`config.mk`:
```
export PLATFORM = sky130hd
export DESIGN_NAME = imm_mac
export DESIGN_NICKNAME = d
export VERILOG_FILES = /design/src/hdl/imm_pkg.sv /design/src/hdl/imm_mac.sv
export SDC_FILE = /design/constraint.sdc
export NUM_CORES = 2
export LEC_CHECK = 0
export BUFFER_PORTS_ARGS = -buffer_cell sky130_fd_sc_hd__buf_4
export CAP_MARGIN = 25
export CORE_UTILIZATION = 33
export DETAILED_ROUTE_END_ITERATION = 16
export PLACE_DENSITY = 0.54
export SLEW_MARGIN = 20
export SYNTH_ARGS = -nofsm -noshare
export SYNTH_HDL_FRONTEND = slang
export SYNTH_SLANG_ARGS = --single-unit
```
`constraint.sdc`:
```
create_clock -name clk -period 16.7 [get_ports clk]
set_input_delay 3.34 -clock clk [delete_from_list [all_inputs] [get_ports clk]]
set_output_delay 3.34 -clock clk [all_outputs]
set_load 0.1 [all_outputs]
```
`src/hdl/imm_pkg.sv`:
```
package imm_pkg;

  // default matrix capacity per dimension
  localparam int MAX_DIM_DEF = 8;

  // word and field widths
  localparam int VALUE_W   = 32;
  localparam int FUNC_W    = 2;
  localparam int CFG_W     = 4;
  localparam int CFG_IDX_W = 2;
  localparam int OUT_IDX_W = 3;

  localparam logic [CFG_W-1:0] CFG_RESET = 4'd8;

  // register indexes
  localparam logic [CFG_IDX_W-1:0] REG_ROWS_A  = 2'd0;
  localparam logic [CFG_IDX_W-1:0] REG_INNER_A = 2'd1;
  localparam logic [CFG_IDX_W-1:0] REG_ROWS_B  = 2'd2;
  localparam logic [CFG_IDX_W-1:0] REG_COLS_B  = 2'd3;

  // function codes of an input word
  localparam logic [FUNC_W-1:0] FUNC_LOAD_A  = 2'd0;
  localparam logic [FUNC_W-1:0] FUNC_LOAD_B  = 2'd1;
  localparam logic [FUNC_W-1:0] FUNC_COMPUTE = 2'd2;

  typedef enum logic [1:0] {
    S_IDLE,
    S_RUN,
    S_DRAIN,
    S_EMIT
  } state_t;

  // sequencer to datapath controls
  typedef struct packed {
    logic wr_a;
    logic wr_b;
    logic issue;
    logic clear;
  } ctrl_t;

  // sequencer to output register
  typedef struct packed {
    logic                 valid;
    logic [OUT_IDX_W-1:0] row;
    logic [OUT_IDX_W-1:0] col;
    logic                 last;
    logic                 err;
  } emit_t;

endpackage

```
`src/hdl/imm_mac.sv`:
```
module imm_mac #(
  parameter int MAX_DIM = imm_pkg::MAX_DIM_DEF,
  localparam int DEPTH  = MAX_DIM * MAX_DIM,
  localparam int ADDR_W = $clog2(DEPTH)
) (
  input  logic                              clk,
  input  logic                              rst,
  input  imm_pkg::ctrl_t                    ctrl,
  input  logic [ADDR_W-1:0]                 wr_addr,
  input  logic signed [imm_pkg::VALUE_W-1:0] wr_data,
  input  logic [ADDR_W-1:0]                 rd_a_addr,
  input  logic [ADDR_W-1:0]                 rd_b_addr,
  output logic                              busy,
  output logic [imm_pkg::VALUE_W-1:0]       acc
);
  import imm_pkg::*;

  logic [VALUE_W-1:0] a_store [DEPTH];
  logic [VALUE_W-1:0] b_store [DEPTH];
  logic [VALUE_W-1:0] a_rd;
  logic [VALUE_W-1:0] b_rd;
  logic [VALUE_W-1:0] mul;
  logic               rd_valid;
  logic               mul_valid;

  // element stores, one write and one registered read each
  always_ff @(posedge clk) begin
    if (ctrl.wr_a) begin
      a_store[wr_addr] <= wr_data;
    end
    if (ctrl.wr_b) begin
      b_store[wr_addr] <= wr_data;
    end
    if (ctrl.issue) begin
      a_rd <= a_store[rd_a_addr];
      b_rd <= b_store[rd_b_addr];
    end
  end

  // shared multiplier, low word only, then accumulate with wrap
  always_ff @(posedge clk) begin
    mul <= VALUE_W'(a_rd * b_rd);
    if (ctrl.clear) begin
      acc <= '0;
    end else if (mul_valid) begin
      acc <= acc + mul;
    end
  end

  // pipeline occupancy
  always_ff @(posedge clk) begin
    if (rst) begin
      rd_valid  <= 1'b0;
      mul_valid <= 1'b0;
    end else begin
      rd_valid  <= ctrl.issue;
      mul_valid <= rd_valid;
    end
  end

  assign busy = rd_valid | mul_valid;

endmodule

```
==> results.md <==
Clock tree:
- The CTS tree is built.
- The clock passes through at most 4 buffers.
- The cts-stage hold buffer count is 0.
- The count of cells resized by post-cts repair is 0.
- The count of clock tree sinks is roughly 4200.
- The post-CTS setup buffer count is 0.
- In this run the number of H-tree levels came out at 5.
- The root cell of the clock tree is sky130_fd_sc_hd__clkbuf_16.
- Clock tree synthesis inserted a total of ~420 buffers.
- The clock input transition at the sequential cells of the worst setup and hold paths is about 0.060 ns.
- The clock reaches the later pin of the worst-skew pair after a little over 1 ns.

Place:
- The HPWL after detailed placement is around 260 mm.
- The worst slack after detailed placement is slightly below 8 ns.
- After detailed placement, the total cell area comes to roughly 190000 µm².
- At the end of routability-driven placement, the weighted congestion stood at about 0.76.
- The total of buffers placed on input and output ports is a little under 90.

Power and ir drop:
- The internal cell power is between 20000 and 25000 µW.
- Of the total power, the clock network draws between 20% and 30%.
- The relative contribution of sequential cells to total power is roughly a third.
- Combinational logic burns between 40% and 50% of the power.
- The worst vdd rail ir drop is approximately 1.1 mV.
- For this design the ratio of total power to cell area is 185.9 nW/µm².
- The switching share of total power is approximately a third.
- The reported leakage power is 0.06407 µW.
- The final total power is approximately 37000 µW.
- For this design the total switching power over the nets is between 10000 and 15000 µW.

Die:
- Once the floorplan was initialized, standard cells occupied between 30% and 40% of the core.
- In this run the vertical extent of the chip is 733.2 µm.
- The total area inside the core boundary comes to roughly 530000 µm².
- The die extent in x is roughly 730 µm.
- 89 I/O pins were placed.
- The die covers 537600 µm².
- The number of placement rows is 268.

Finish:
- The final net count is roughly 9100.
- The finished cells cover ~200000 µm².
- Of the cells placed in the final design, the portion with a size suffix greater than 1 is between 20% and 30%.
- From synthesis to final layout, the design area changed by 13.79%.
- Leaving out fill and tap cells, the most frequent cell in the layout is sky130_fd_sc_hd__edfxtp_1.
- The top cell types in the final layout, fill and taps aside, are 4160 x sky130_fd_sc_hd__edfxtp_1, 1326 x sky130_fd_sc_hd__mux4_2, 425 x sky130_fd_sc_hd__clkbuf_16.

Drt:
- The DRC violation count after routing is 0.
- The routed layout has between 80000 and 90000 vias.
- For this block, the routed nets add up to approximately 490 mm of wire.
- In the routed layout, each cell is associated on average with a via count of around 5.3.
- In this run the remaining antenna-violating nets after routing total 0.
- The number of detailed-routing iterations run before antenna repair is 5.
- The DRC marker count from the first detailed-route iteration is 9271.
- The routed length per placed instance is 30.94 µm.

Synth:
- The number of distinct standard cells referenced by the synthesized netlist is 62.
- The post-synth net total is 8757.
- The most frequently used flop master after synthesis is sky130_fd_sc_hd__edfxtp_1.
- The cell count after synthesis came out at just over 8000.
- Dividing the synthesized area by the synthesized cell count gives ~22 µm².
- The yosys synthesis warning count is 0.
- The share of synthesized area occupied by flip-flops and latches is just over 70%.
- The synthesized design contains about 4200 register bits.
- In the synthesized netlist the async set-or-reset flop fraction comes to 0%.
- Summing every instance area after synthesis gives 176400 µm².
- The number of flops mapped to enable cells by yosys is 4160.

Worst setup path:
- For this design, the slowest cell found on the critical path is sky130_fd_sc_hd__edfxtp_1.
- At the worst endpoint, the required time is 17.53 ns.
- The most repeated library cell on the critical path is sky130_fd_sc_hd__fa_1.
- The startpoint class of the critical path is a flop.
- The worst setup path is of the reg -> reg kind.
- Of all nets on the critical path, the largest fanout is 13.
- The delay of the slowest cell on the worst path is 0.89 ns.
- The arrival time of the worst setup path is about 8.5 ns.
- STA classifies the critical path endpoint as a flop.

STA:
- Setup slack on the critical path of the routed design comes to 9.065 ns.
- The clock period minus worst slack is ~7.6 ns.
- Headroom to the max-slew limit came out at between 10% and 20%.
- The slew at the pin closest to its max-slew limit is about 1.2 ns.
- Derived from the worst setup path, the maximum achievable clock frequency is ~130 MHz.
- The clock skew after layout is roughly 0.06 ns.
- Setup total negative slack on the finished layout was measured at 0 ns.
- Setup violations remaining at the end of the flow were counted as 0.
- Setup repair after global routing left no endpoint under its margin.
- The count of final hold-check violations is 0.
- The final period utilization is a little under half.
- The max-slew violation count is 0.

GRT:
- The pin count of the biggest net entering global routing is between 100 and 150.
- The first-pass GRT wire length is between 600 and 700 mm.
- The total congestion overflow after global routing is 0.
- The global-route usage over all layers is 17.97%.
- The number of global-route vias before repair is ~90000.
- The initial antenna violation count is 39.

Status:
- The flow ran to the end, and the final reports show no timing, DRC or antenna violations.

Worst hold path:
- The worst hold path belongs to the class reg -> reg.

Flow run:
- The max capacitance violation total is 0.
[state kept, by name, indices dropped and copies added, names as in the netlist]
name / cells
a_store: 2048
b_store: 2048
a_rd: 32
acc: 32
b_rd: 32
mul: 32
mul_valid: 1
rd_valid: 1
[power groups by stage]
stage / Sequential, µW / Combinational, µW / Clock (µW)
2_1_floorplan: 12400 / 11700 / 0
3_3_place_gp: 12400 / 15800 / 0
3_5_place_dp: 12400 / 16100 / 0
4_1_cts: 12100 / 16100 / 9450
5_1_grt: 12100 / 17800 / 9810
6_report: 12100 / 15900 / 9270
[path summary, 6_finish.rpt]
check / start / depth (start not counted) / endpoint / slack, ns
worst max register to register: b_rd[11] / 25 / mul[30] / 9.07
worst max-delay path: b_rd[11] / 25 / mul[30] / 9.07
worst min-delay path: rd_valid / 1 / mul_valid / 0.48
worst min register to register: rd_valid / 1 / mul_valid / 0.48
[per-stage QoR]
stage	hold slack, ns	cells	utilization (%)
final	0.4761	15870	37.70
after global routing	0.5014	15860	37.70
after CTS	0.4838	15840	37.64
after detailed placement	0.4691	15080	35.14
after global placement	0.4507	15080	35.11
after floorplan	0.4292	8138	-
[final cells by class]
class	count	area, µm²
Fill cell	47690	331700
Timing Repair Buffer	351	3022
Tap cell	7020	8783
Antenna cell	18	45.04
Clock buffer	512	10970
Clock inverter	248	2346
Multi-Input combinational cell	3112	47920
Inverter	385	1445
Sequential cell	4226	126200
[routing by layer]
layer  vias up  share of wire [%]  GRT usage, %
met5         -              0.032             0
met3       595                6.9         2.994
met4        26                2.3         4.032
met2      3112                 50         30.54
li1      33630                  -             -
met1     47030                 41         24.27
[logic make-up (layout without fill, tap and decap cells)]
kind of cell | after synthesis | count (layout) | share of synthesized area, %
AO/OA/AOI/OAI | 197 | 197 | 0.7184
XOR/XNOR | 107 | 107 | 0.5311
adder cells (fa/ha/maj) | 563 | 563 | 5.733
buffers and inverters | 800 | 1496 | 1.852
flip-flops | 4226 | 4226 | 71.55
multiplexers | 1380 | 1380 | 17.24
other | 0 | 18 | 0
AND/OR/NAND/NOR | 865 | 865 | 2.372
[cells in the mapped netlist (6+ instances only)]
cell type	instances	area [µm²]
sky130_fd_sc_hd__nand4_1	7	43.79
sky130_fd_sc_hd__mux4_2	1326	29860
sky130_fd_sc_hd__nor2b_1	8	50.05
sky130_fd_sc_hd__o21ai_0	49	245.2
sky130_fd_sc_hd__o211ai_1	6	45.04
sky130_fd_sc_hd__buf_1	37	138.9
sky130_fd_sc_hd__mux2_2	18	202.7
sky130_fd_sc_hd__clkbuf_1	260	975.9
sky130_fd_sc_hd__mux2i_1	36	360.4
sky130_fd_sc_hd__xnor2_1	80	700.7
sky130_fd_sc_hd__nand2_1	283	1062
sky130_fd_sc_hd__buf_2	82	410.4
sky130_fd_sc_hd__nand2b_1	6	37.54
sky130_fd_sc_hd__nor2_1	194	728.2
sky130_fd_sc_hd__fa_1	409	8188
sky130_fd_sc_hd__a211oi_1	12	90.09
sky130_fd_sc_hd__dfxtp_1	66	1321
sky130_fd_sc_hd__a21oi_1	55	275.3
sky130_fd_sc_hd__edfxtp_1	4160	124900
sky130_fd_sc_hd__o21bai_1	6	45.04
sky130_fd_sc_hd__a21o_1	22	165.2
sky130_fd_sc_hd__nor3_1	17	85.08
sky130_fd_sc_hd__ha_1	154	1927
sky130_fd_sc_hd__xor2_1	27	236.5
sky130_fd_sc_hd__nand3_1	20	100.1
sky130_fd_sc_hd__buf_6	7	78.83
sky130_fd_sc_hd__buf_4	29	217.7
sky130_fd_sc_hd__o21a_1	11	82.58
sky130_fd_sc_hd__inv_1	385	1445
sky130_fd_sc_hd__and2_1	308	1927
[worst max-delay path, delay by kind of cell (launching register included)]
family,cells,cell delay (ns)
adder cells (fa/ha/maj),9,3.88
AO/OA/AOI/OAI,6,1.59
flip-flops,1,0.89
buffers and inverters,6,0.61
AND/OR/NAND/NOR,4,0.47
No activity file was read; power rests on OpenSTA's default activity.
