--- src/hdl/imm_pkg.sv ---
package imm_pkg;

  // default matrix capacity per dimension
  localparam int MAX_DIM_DEF = 8;

  // word and field widths
  localparam int VALUE_W   = 32;
  localparam int FUNC_W    = 2;
  localparam int CFG_W     = 4;
  localparam int CFG_IDX_W = 2;
  localparam int OUT_IDX_W = 3;

  localparam logic [CFG_W-1:0] CFG_RESET = 4'd8;

  // register indexes
  localparam logic [CFG_IDX_W-1:0] REG_ROWS_A  = 2'd0;
  localparam logic [CFG_IDX_W-1:0] REG_INNER_A = 2'd1;
  localparam logic [CFG_IDX_W-1:0] REG_ROWS_B  = 2'd2;
  localparam logic [CFG_IDX_W-1:0] REG_COLS_B  = 2'd3;

  // function codes of an input word
  localparam logic [FUNC_W-1:0] FUNC_LOAD_A  = 2'd0;
  localparam logic [FUNC_W-1:0] FUNC_LOAD_B  = 2'd1;
  localparam logic [FUNC_W-1:0] FUNC_COMPUTE = 2'd2;

  typedef enum logic [1:0] {
    S_IDLE,
    S_RUN,
    S_DRAIN,
    S_EMIT
  } state_t;

  // sequencer to datapath controls
  typedef struct packed {
    logic wr_a;
    logic wr_b;
    logic issue;
    logic clear;
  } ctrl_t;

  // sequencer to output register
  typedef struct packed {
    logic                 valid;
    logic [OUT_IDX_W-1:0] row;
    logic [OUT_IDX_W-1:0] col;
    logic                 last;
    logic                 err;
  } emit_t;

endpackage

--- src/hdl/imm_seq.sv ---
module imm_seq #(
  parameter int MAX_DIM = imm_pkg::MAX_DIM_DEF,
  localparam int DEPTH  = MAX_DIM * MAX_DIM,
  localparam int ADDR_W = $clog2(DEPTH),
  localparam int DIM_W  = $clog2(MAX_DIM + 1),
  localparam int CNT_W  = $clog2(DEPTH + 1)
) (
  input  logic                        clk,
  input  logic                        rst,
  input  logic                        in_valid,
  output logic                        in_ready,
  input  logic [imm_pkg::FUNC_W-1:0]  func,
  input  logic [DIM_W-1:0]            ra,
  input  logic [DIM_W-1:0]            ia,
  input  logic [DIM_W-1:0]            rb,
  input  logic [DIM_W-1:0]            cb,
  input  logic                        out_free,
  input  logic                        mac_busy,
  output imm_pkg::ctrl_t              ctrl,
  output logic [ADDR_W-1:0]           wr_addr,
  output logic [ADDR_W-1:0]           rd_a_addr,
  output logic [ADDR_W-1:0]           rd_b_addr,
  output imm_pkg::emit_t              emit
);
  import imm_pkg::*;

  localparam int CMP_W = (CNT_W > 2 * DIM_W) ? CNT_W : 2 * DIM_W;

  state_t            state;
  state_t            state_next;
  logic [DIM_W-1:0]  i, i_next;
  logic [DIM_W-1:0]  j, j_next;
  logic [DIM_W-1:0]  k, k_next;
  logic [ADDR_W-1:0] a_row, a_row_next;
  logic [ADDR_W-1:0] a_addr, a_addr_next;
  logic [ADDR_W-1:0] b_addr, b_addr_next;
  logic [CNT_W-1:0]  a_count, a_count_next;
  logic [CNT_W-1:0]  b_count, b_count_next;

  logic accept;
  logic is_compute;
  logic err;
  logic skip_mac;
  logic empty;
  logic last_k;
  logic last_col;
  logic last_row;
  logic done;
  logic start_first;
  logic advance;
  logic a_room;
  logic b_room;

  // status decode
  always_comb begin
    accept      = in_valid && in_ready;
    is_compute  = (func == FUNC_COMPUTE);
    err         = (ia != rb);
    skip_mac    = err || (ia == '0);
    empty       = (ra == '0) || (cb == '0);
    last_k      = (k == ia - DIM_W'(1));
    last_col    = (j == cb - DIM_W'(1));
    last_row    = (i == ra - DIM_W'(1));
    done        = last_row && last_col;
    start_first = (state == S_IDLE) && accept && is_compute && !empty;
    advance     = (state == S_EMIT) && out_free && !done;
    a_room      = CMP_W'(a_count) < (CMP_W'(ra) * CMP_W'(ia));
    b_room      = CMP_W'(b_count) < (CMP_W'(rb) * CMP_W'(cb));
  end

  // next state
  always_comb begin
    state_next = state;
    unique case (state)
      S_IDLE: begin
        if (start_first) begin
          state_next = skip_mac ? S_EMIT : S_RUN;
        end
      end
      S_RUN: begin
        if (last_k) begin
          state_next = S_DRAIN;
        end
      end
      S_DRAIN: begin
        if (!mac_busy) begin
          state_next = S_EMIT;
        end
      end
      S_EMIT: begin
        if (out_free) begin
          if (done) begin
            state_next = S_IDLE;
          end else begin
            state_next = skip_mac ? S_EMIT : S_RUN;
          end
        end
      end
      default: state_next = S_IDLE;
    endcase
  end

  // outputs
  always_comb begin
    in_ready   = (state == S_IDLE);
    ctrl.wr_a  = accept && (func == FUNC_LOAD_A) && a_room;
    ctrl.wr_b  = accept && (func == FUNC_LOAD_B) && b_room;
    ctrl.issue = (state == S_RUN);
    ctrl.clear = start_first || advance;
    wr_addr    = ctrl.wr_a ? a_count[ADDR_W-1:0] : b_count[ADDR_W-1:0];
    rd_a_addr  = a_addr;
    rd_b_addr  = b_addr;
    emit.valid = (state == S_EMIT) && out_free;
    emit.row   = OUT_IDX_W'(i);
    emit.col   = OUT_IDX_W'(j);
    emit.last  = done;
    emit.err   = err;
  end

  // counters and address walk
  always_comb begin
    i_next       = i;
    j_next       = j;
    k_next       = k;
    a_row_next   = a_row;
    a_addr_next  = a_addr;
    b_addr_next  = b_addr;
    a_count_next = a_count;
    b_count_next = b_count;
    if (ctrl.wr_a) begin
      a_count_next = a_count + CNT_W'(1);
    end
    if (ctrl.wr_b) begin
      b_count_next = b_count + CNT_W'(1);
    end
    if ((state == S_IDLE) && accept && is_compute) begin
      a_count_next = '0;
      b_count_next = '0;
      i_next       = '0;
      j_next       = '0;
      k_next       = '0;
      a_row_next   = '0;
      a_addr_next  = '0;
      b_addr_next  = '0;
    end
    if (state == S_RUN) begin
      k_next      = k + DIM_W'(1);
      a_addr_next = a_addr + ADDR_W'(1);
      b_addr_next = b_addr + ADDR_W'(cb);
    end
    if (advance) begin
      k_next = '0;
      if (last_col) begin
        i_next      = i + DIM_W'(1);
        j_next      = '0;
        a_row_next  = a_row + ADDR_W'(ia);
        a_addr_next = a_row + ADDR_W'(ia);
        b_addr_next = '0;
      end else begin
        j_next      = j + DIM_W'(1);
        a_addr_next = a_row;
        b_addr_next = ADDR_W'(j) + ADDR_W'(1);
      end
    end
  end

  // registers
  always_ff @(posedge clk) begin
    if (rst) begin
      state   <= S_IDLE;
      i       <= '0;
      j       <= '0;
      k       <= '0;
      a_row   <= '0;
      a_addr  <= '0;
      b_addr  <= '0;
      a_count <= '0;
      b_count <= '0;
    end else begin
      state   <= state_next;
      i       <= i_next;
      j       <= j_next;
      k       <= k_next;
      a_row   <= a_row_next;
      a_addr  <= a_addr_next;
      b_addr  <= b_addr_next;
      a_count <= a_count_next;
      b_count <= b_count_next;
    end
  end

endmodule

--- config.mk ---
export PLATFORM = sky130hd
export DESIGN_NAME = imm_seq
export DESIGN_NICKNAME = d
export VERILOG_FILES = /design/src/hdl/imm_pkg.sv /design/src/hdl/imm_seq.sv
export SDC_FILE = /design/constraint.sdc
export NUM_CORES = 1
export LEC_CHECK = 0
export ABC_AREA = 1
export BUFFER_PORTS_ARGS = -buffer_cell sky130_fd_sc_hd__buf_2
export CELL_PAD_IN_SITES_DETAIL_PLACEMENT = 0
export CELL_PAD_IN_SITES_GLOBAL_PLACEMENT = 2
export CORE_UTILIZATION = 36
export DETAILED_ROUTE_END_ITERATION = 10
export PLACE_DENSITY = 0.87
export SKIP_LAST_GASP = 1
export SYNTH_ARGS = -nofsm -noshare
export SYNTH_HDL_FRONTEND = slang
export SYNTH_SLANG_ARGS = --single-unit
--- constraint.sdc ---
create_clock -name clk -period 8.2 [get_ports clk]
set_input_delay 0.82 -clock clk [delete_from_list [all_inputs] [get_ports clk]]
set_output_delay 0.82 -clock clk [all_outputs]
set_load 0.005 [all_outputs]
==> impl_results.md <==
- CTS sink cnt: 46
- Pwr/cell area: 170.6 nW/um^2
- Fin worst setup slack: 3237 ps
- Fin crit share: 60.53%
- VDD IR max: 0.09219 mV
- Largest net degree at the start of global routing: 18
- Synthesized Nets: 792
- Fill cells: 1402
- Relative slew slack: 48.53%
- Gpl congestion: 0.8406
- Initial core utilization: 37.27%
- Min cycle time layout: 4963 ps
- TritonCTS Buffers: 5
- Hold Violations, Final: 0
- Worst R2R Start: state[0]
- Fraction of registers with async set/reset: 0%
- CTS tree: built
- Initial antenna violation count: 0
- WHS Endpoint: i[3]
- Ports: 55
- CP Data Required Time: 7380 ps
- Root buffer cell: clkbuf_16
- Antenna cells: 0
- CP max FO: 17
- Post-CTS Setup Bufs: 0
- Vias in the first global route: 4147
- Clock Path Buffers: 2
- H-tree depth: 2
- Synth Flop Type: dfxtp_1
- Placeable core area: 12720 um^2
- Synth Cell Area: 4742 um^2
- Post-route ant nets: 0
- Max frequency: 0.2015 GHz
- Post-synthesis cell count: 704
- Final Setup Violations: 0
- Die Area: 13640 um^2
- 1st-iter DRT viols: 210
- Final HPWL DP: 9523 um
- Row cnt: 41
- RSZ-0062 raised after global routing: false
- FF-to-FF End: rd_a_addr[2]
- Pre-CTS WS: 3220 ps
- Seq/Total Area, Yosys: 19.42%
- Die height: 116.8 um
- Startpoint Class: primary input
- Static leakage: 2.863 nW
- Setup TNS: 0 ps
- Synth cell types: 42
- Worst Setup Path Type: primary input to output port
- R2r setup slk: 6030 ps
- Buffers on Ports: 54
- Wire per inst: 12.73 um
- Worst-margin pin slew: 771.2 ps
- Max cap viols: 0
- Pre-antenna DRT Iters: 4
- Routed wire length: 11700 um
- Max-slew violations: 0
- Status: finished, final reports clean
- Placed insts: 911
- Layout Cells excl Fill: 919
- Synthesized flop and latch total: 46
- Worst Hold Launch: i[3]
- Global-route wire length before repair: 19780 um
- Total GRT Usage: 18.38%
- # DRC: 0
- Die width: 116.8 um
- Clk_skew: 10.41 ps
- Hold-fix buffers, CTS: 0
- Average cell area after synthesis: 6.736 um^2
- Arrival @ worst endpoint: 4140 ps
- Vias: 4351
- Tot Pwr: 0.0008978 W
- CTS clk-pin slew, worst paths: 60 ps
- NumNets Final: 834
- Post-synth EDFFs: 0
- Vias per inst: 4.734
- Reg2reg path depth: 8
- Post-CTS resize count: 0
- CP endpoint kind: output port
- Total gr overflow: 0
- Growth of design area from synthesis to finish: 10.95%
- Share of layout cells above drive strength 1: 13.92%
- Clock Latency Late Sink: 300 ps
- Hold path cells: 2
- HP Class: register to register
- Synthesis Warnings: 0
[kinds of logic after synthesis]
| logic type | count (synthesis) | share of synthesized area, % |
|---|---|---|
| buf+inv | 144 | 12.80 |
| fa+ha+maj | 65 | 18.73 |
| compound gates | 89 | 10.37 |
| flops | 46 | 19.42 |
| xor+xnor | 32 | 5.910 |
| simple gates | 328 | 32.77 |
[registers in the layout (all words and copies together) (netlist names)]
signal and count:
a_count 7, b_count 7, a_row 6, rd_a_addr 6, rd_b_addr 6, i 4, j 4, k 4
state 2
[worst max path at each step]
| stage | startpoint | end | slack (ps) |
|---|---|---|---|
| 2_1_floorplan | ia[3] | wr_addr[1] | 3530 |
| 3_3_place_gp | ia[3] | wr_addr[2] | 3330 |
| 3_5_place_dp | ia[3] | wr_addr[2] | 3220 |
| 4_1_cts | ia[3] | wr_addr[0] | 3230 |
| 5_1_grt | ia[2] | wr_addr[2] | 2930 |
| 6_report | ia[3] | wr_addr[0] | 3240 |
[cell type report]
class	count	area [um^2]	share of cell area, %
Multi-Input combinational cell	514	3214	61.09
Sequential cell	46	920.9	17.50
Inverter	125	471.7	8.966
Timing Repair Buffer	54	270.3	5.137
Tap cell	172	215.2	4.090
Clock buffer	5	125.1	2.378
Clock inverter	3	43.79	0.8323
[layer usage]
metal / track usage [%] / vias to the layer above / wire length (um)
li1: - / 2317 / -
met1: 23.82 / 1972 / 5780
met2: 32.07 / 51 / 5438
met3: 2.678 / 11 / 293
met4: 4.557 / 0 / 187
met5: 0 / - / 0
[cell usage in the layout (no fill, tap or decap), drive strengths merged]
master / n
inv: 126
buf: 54
nor3: 9
a31oi: 3
xor2: 19
nand3: 52
and3: 1
a21boi: 1
clkinv: 1
fa: 10
o31ai: 1
o211ai: 3
o21bai: 1
xnor2: 13
nand3b: 2
bufinv: 1
or2: 2
ha: 55
a21oi: 53
o21ai: 23
nand4: 16
clkbuf: 5
o21a: 4
dfxtp: 46
nor2: 50
nand2: 196
[through the flow]
| stage | hold slack (ps) | util, % | area [um^2] |
|---|---|---|---|
| 3_3_place_gp | 464.5 | 40.03 | 5092 |
| 2_1_floorplan | 452.1 | - | 4742 |
| 4_1_cts | 485.3 | 41.36 | 5261 |
| 5_1_grt | 502.4 | 41.36 | 5261 |
| 6_report | 483.5 | 41.36 | 5261 |
| 3_5_place_dp | 476.3 | 40.03 | 5092 |
[cells in the mapped netlist, types with 4 or more instances]
| master | count | share of area, % |
|---|---|---|
| a21oi_1 | 52 | 5.5 |
| nand2_2 | 9 | 1.2 |
| nand3_4 | 4 | 1.5 |
| xor2_1 | 19 | 3.5 |
| fa_1 | 10 | 4.2 |
| o21ai_1 | 7 | 0.74 |
| inv_1 | 118 | 9.3 |
| o21a_1 | 4 | 0.63 |
| o21ai_0 | 16 | 1.7 |
| nor3_1 | 7 | 0.74 |
| buf_4 | 9 | 1.4 |
| nand4_1 | 16 | 2.1 |
| nand3_1 | 45 | 4.7 |
| nand2_1 | 185 | 15 |
| xnor2_1 | 13 | 2.4 |
| nor2_4 | 7 | 1.7 |
| inv_2 | 6 | 0.47 |
| dfxtp_1 | 46 | 19 |
| ha_1 | 55 | 15 |
| nor2_1 | 40 | 3.2 |
[worst max-delay path, stage by stage]
cell and delay [ps]:
buf_2 180, nand2_1 100, fa_1 530, inv_1 50, fa_1 420, ha_1 350
nand2_1 90, nand2_1 70, a31oi_1 170, xor2_1 170, ha_1 260, a21oi_1 150
nand3b_4 200, nand3_4 190, inv_1 170, o21a_1 130, buf_2 110
[report_power, final]
group	internal, W	switching [W]
Clock	0.000145	0.0000929
Combinational	0.000143	0.000234
Sequential	0.000249	0.0000338
Total	0.000537	0.000361
(Power assumes the default switching activity.)
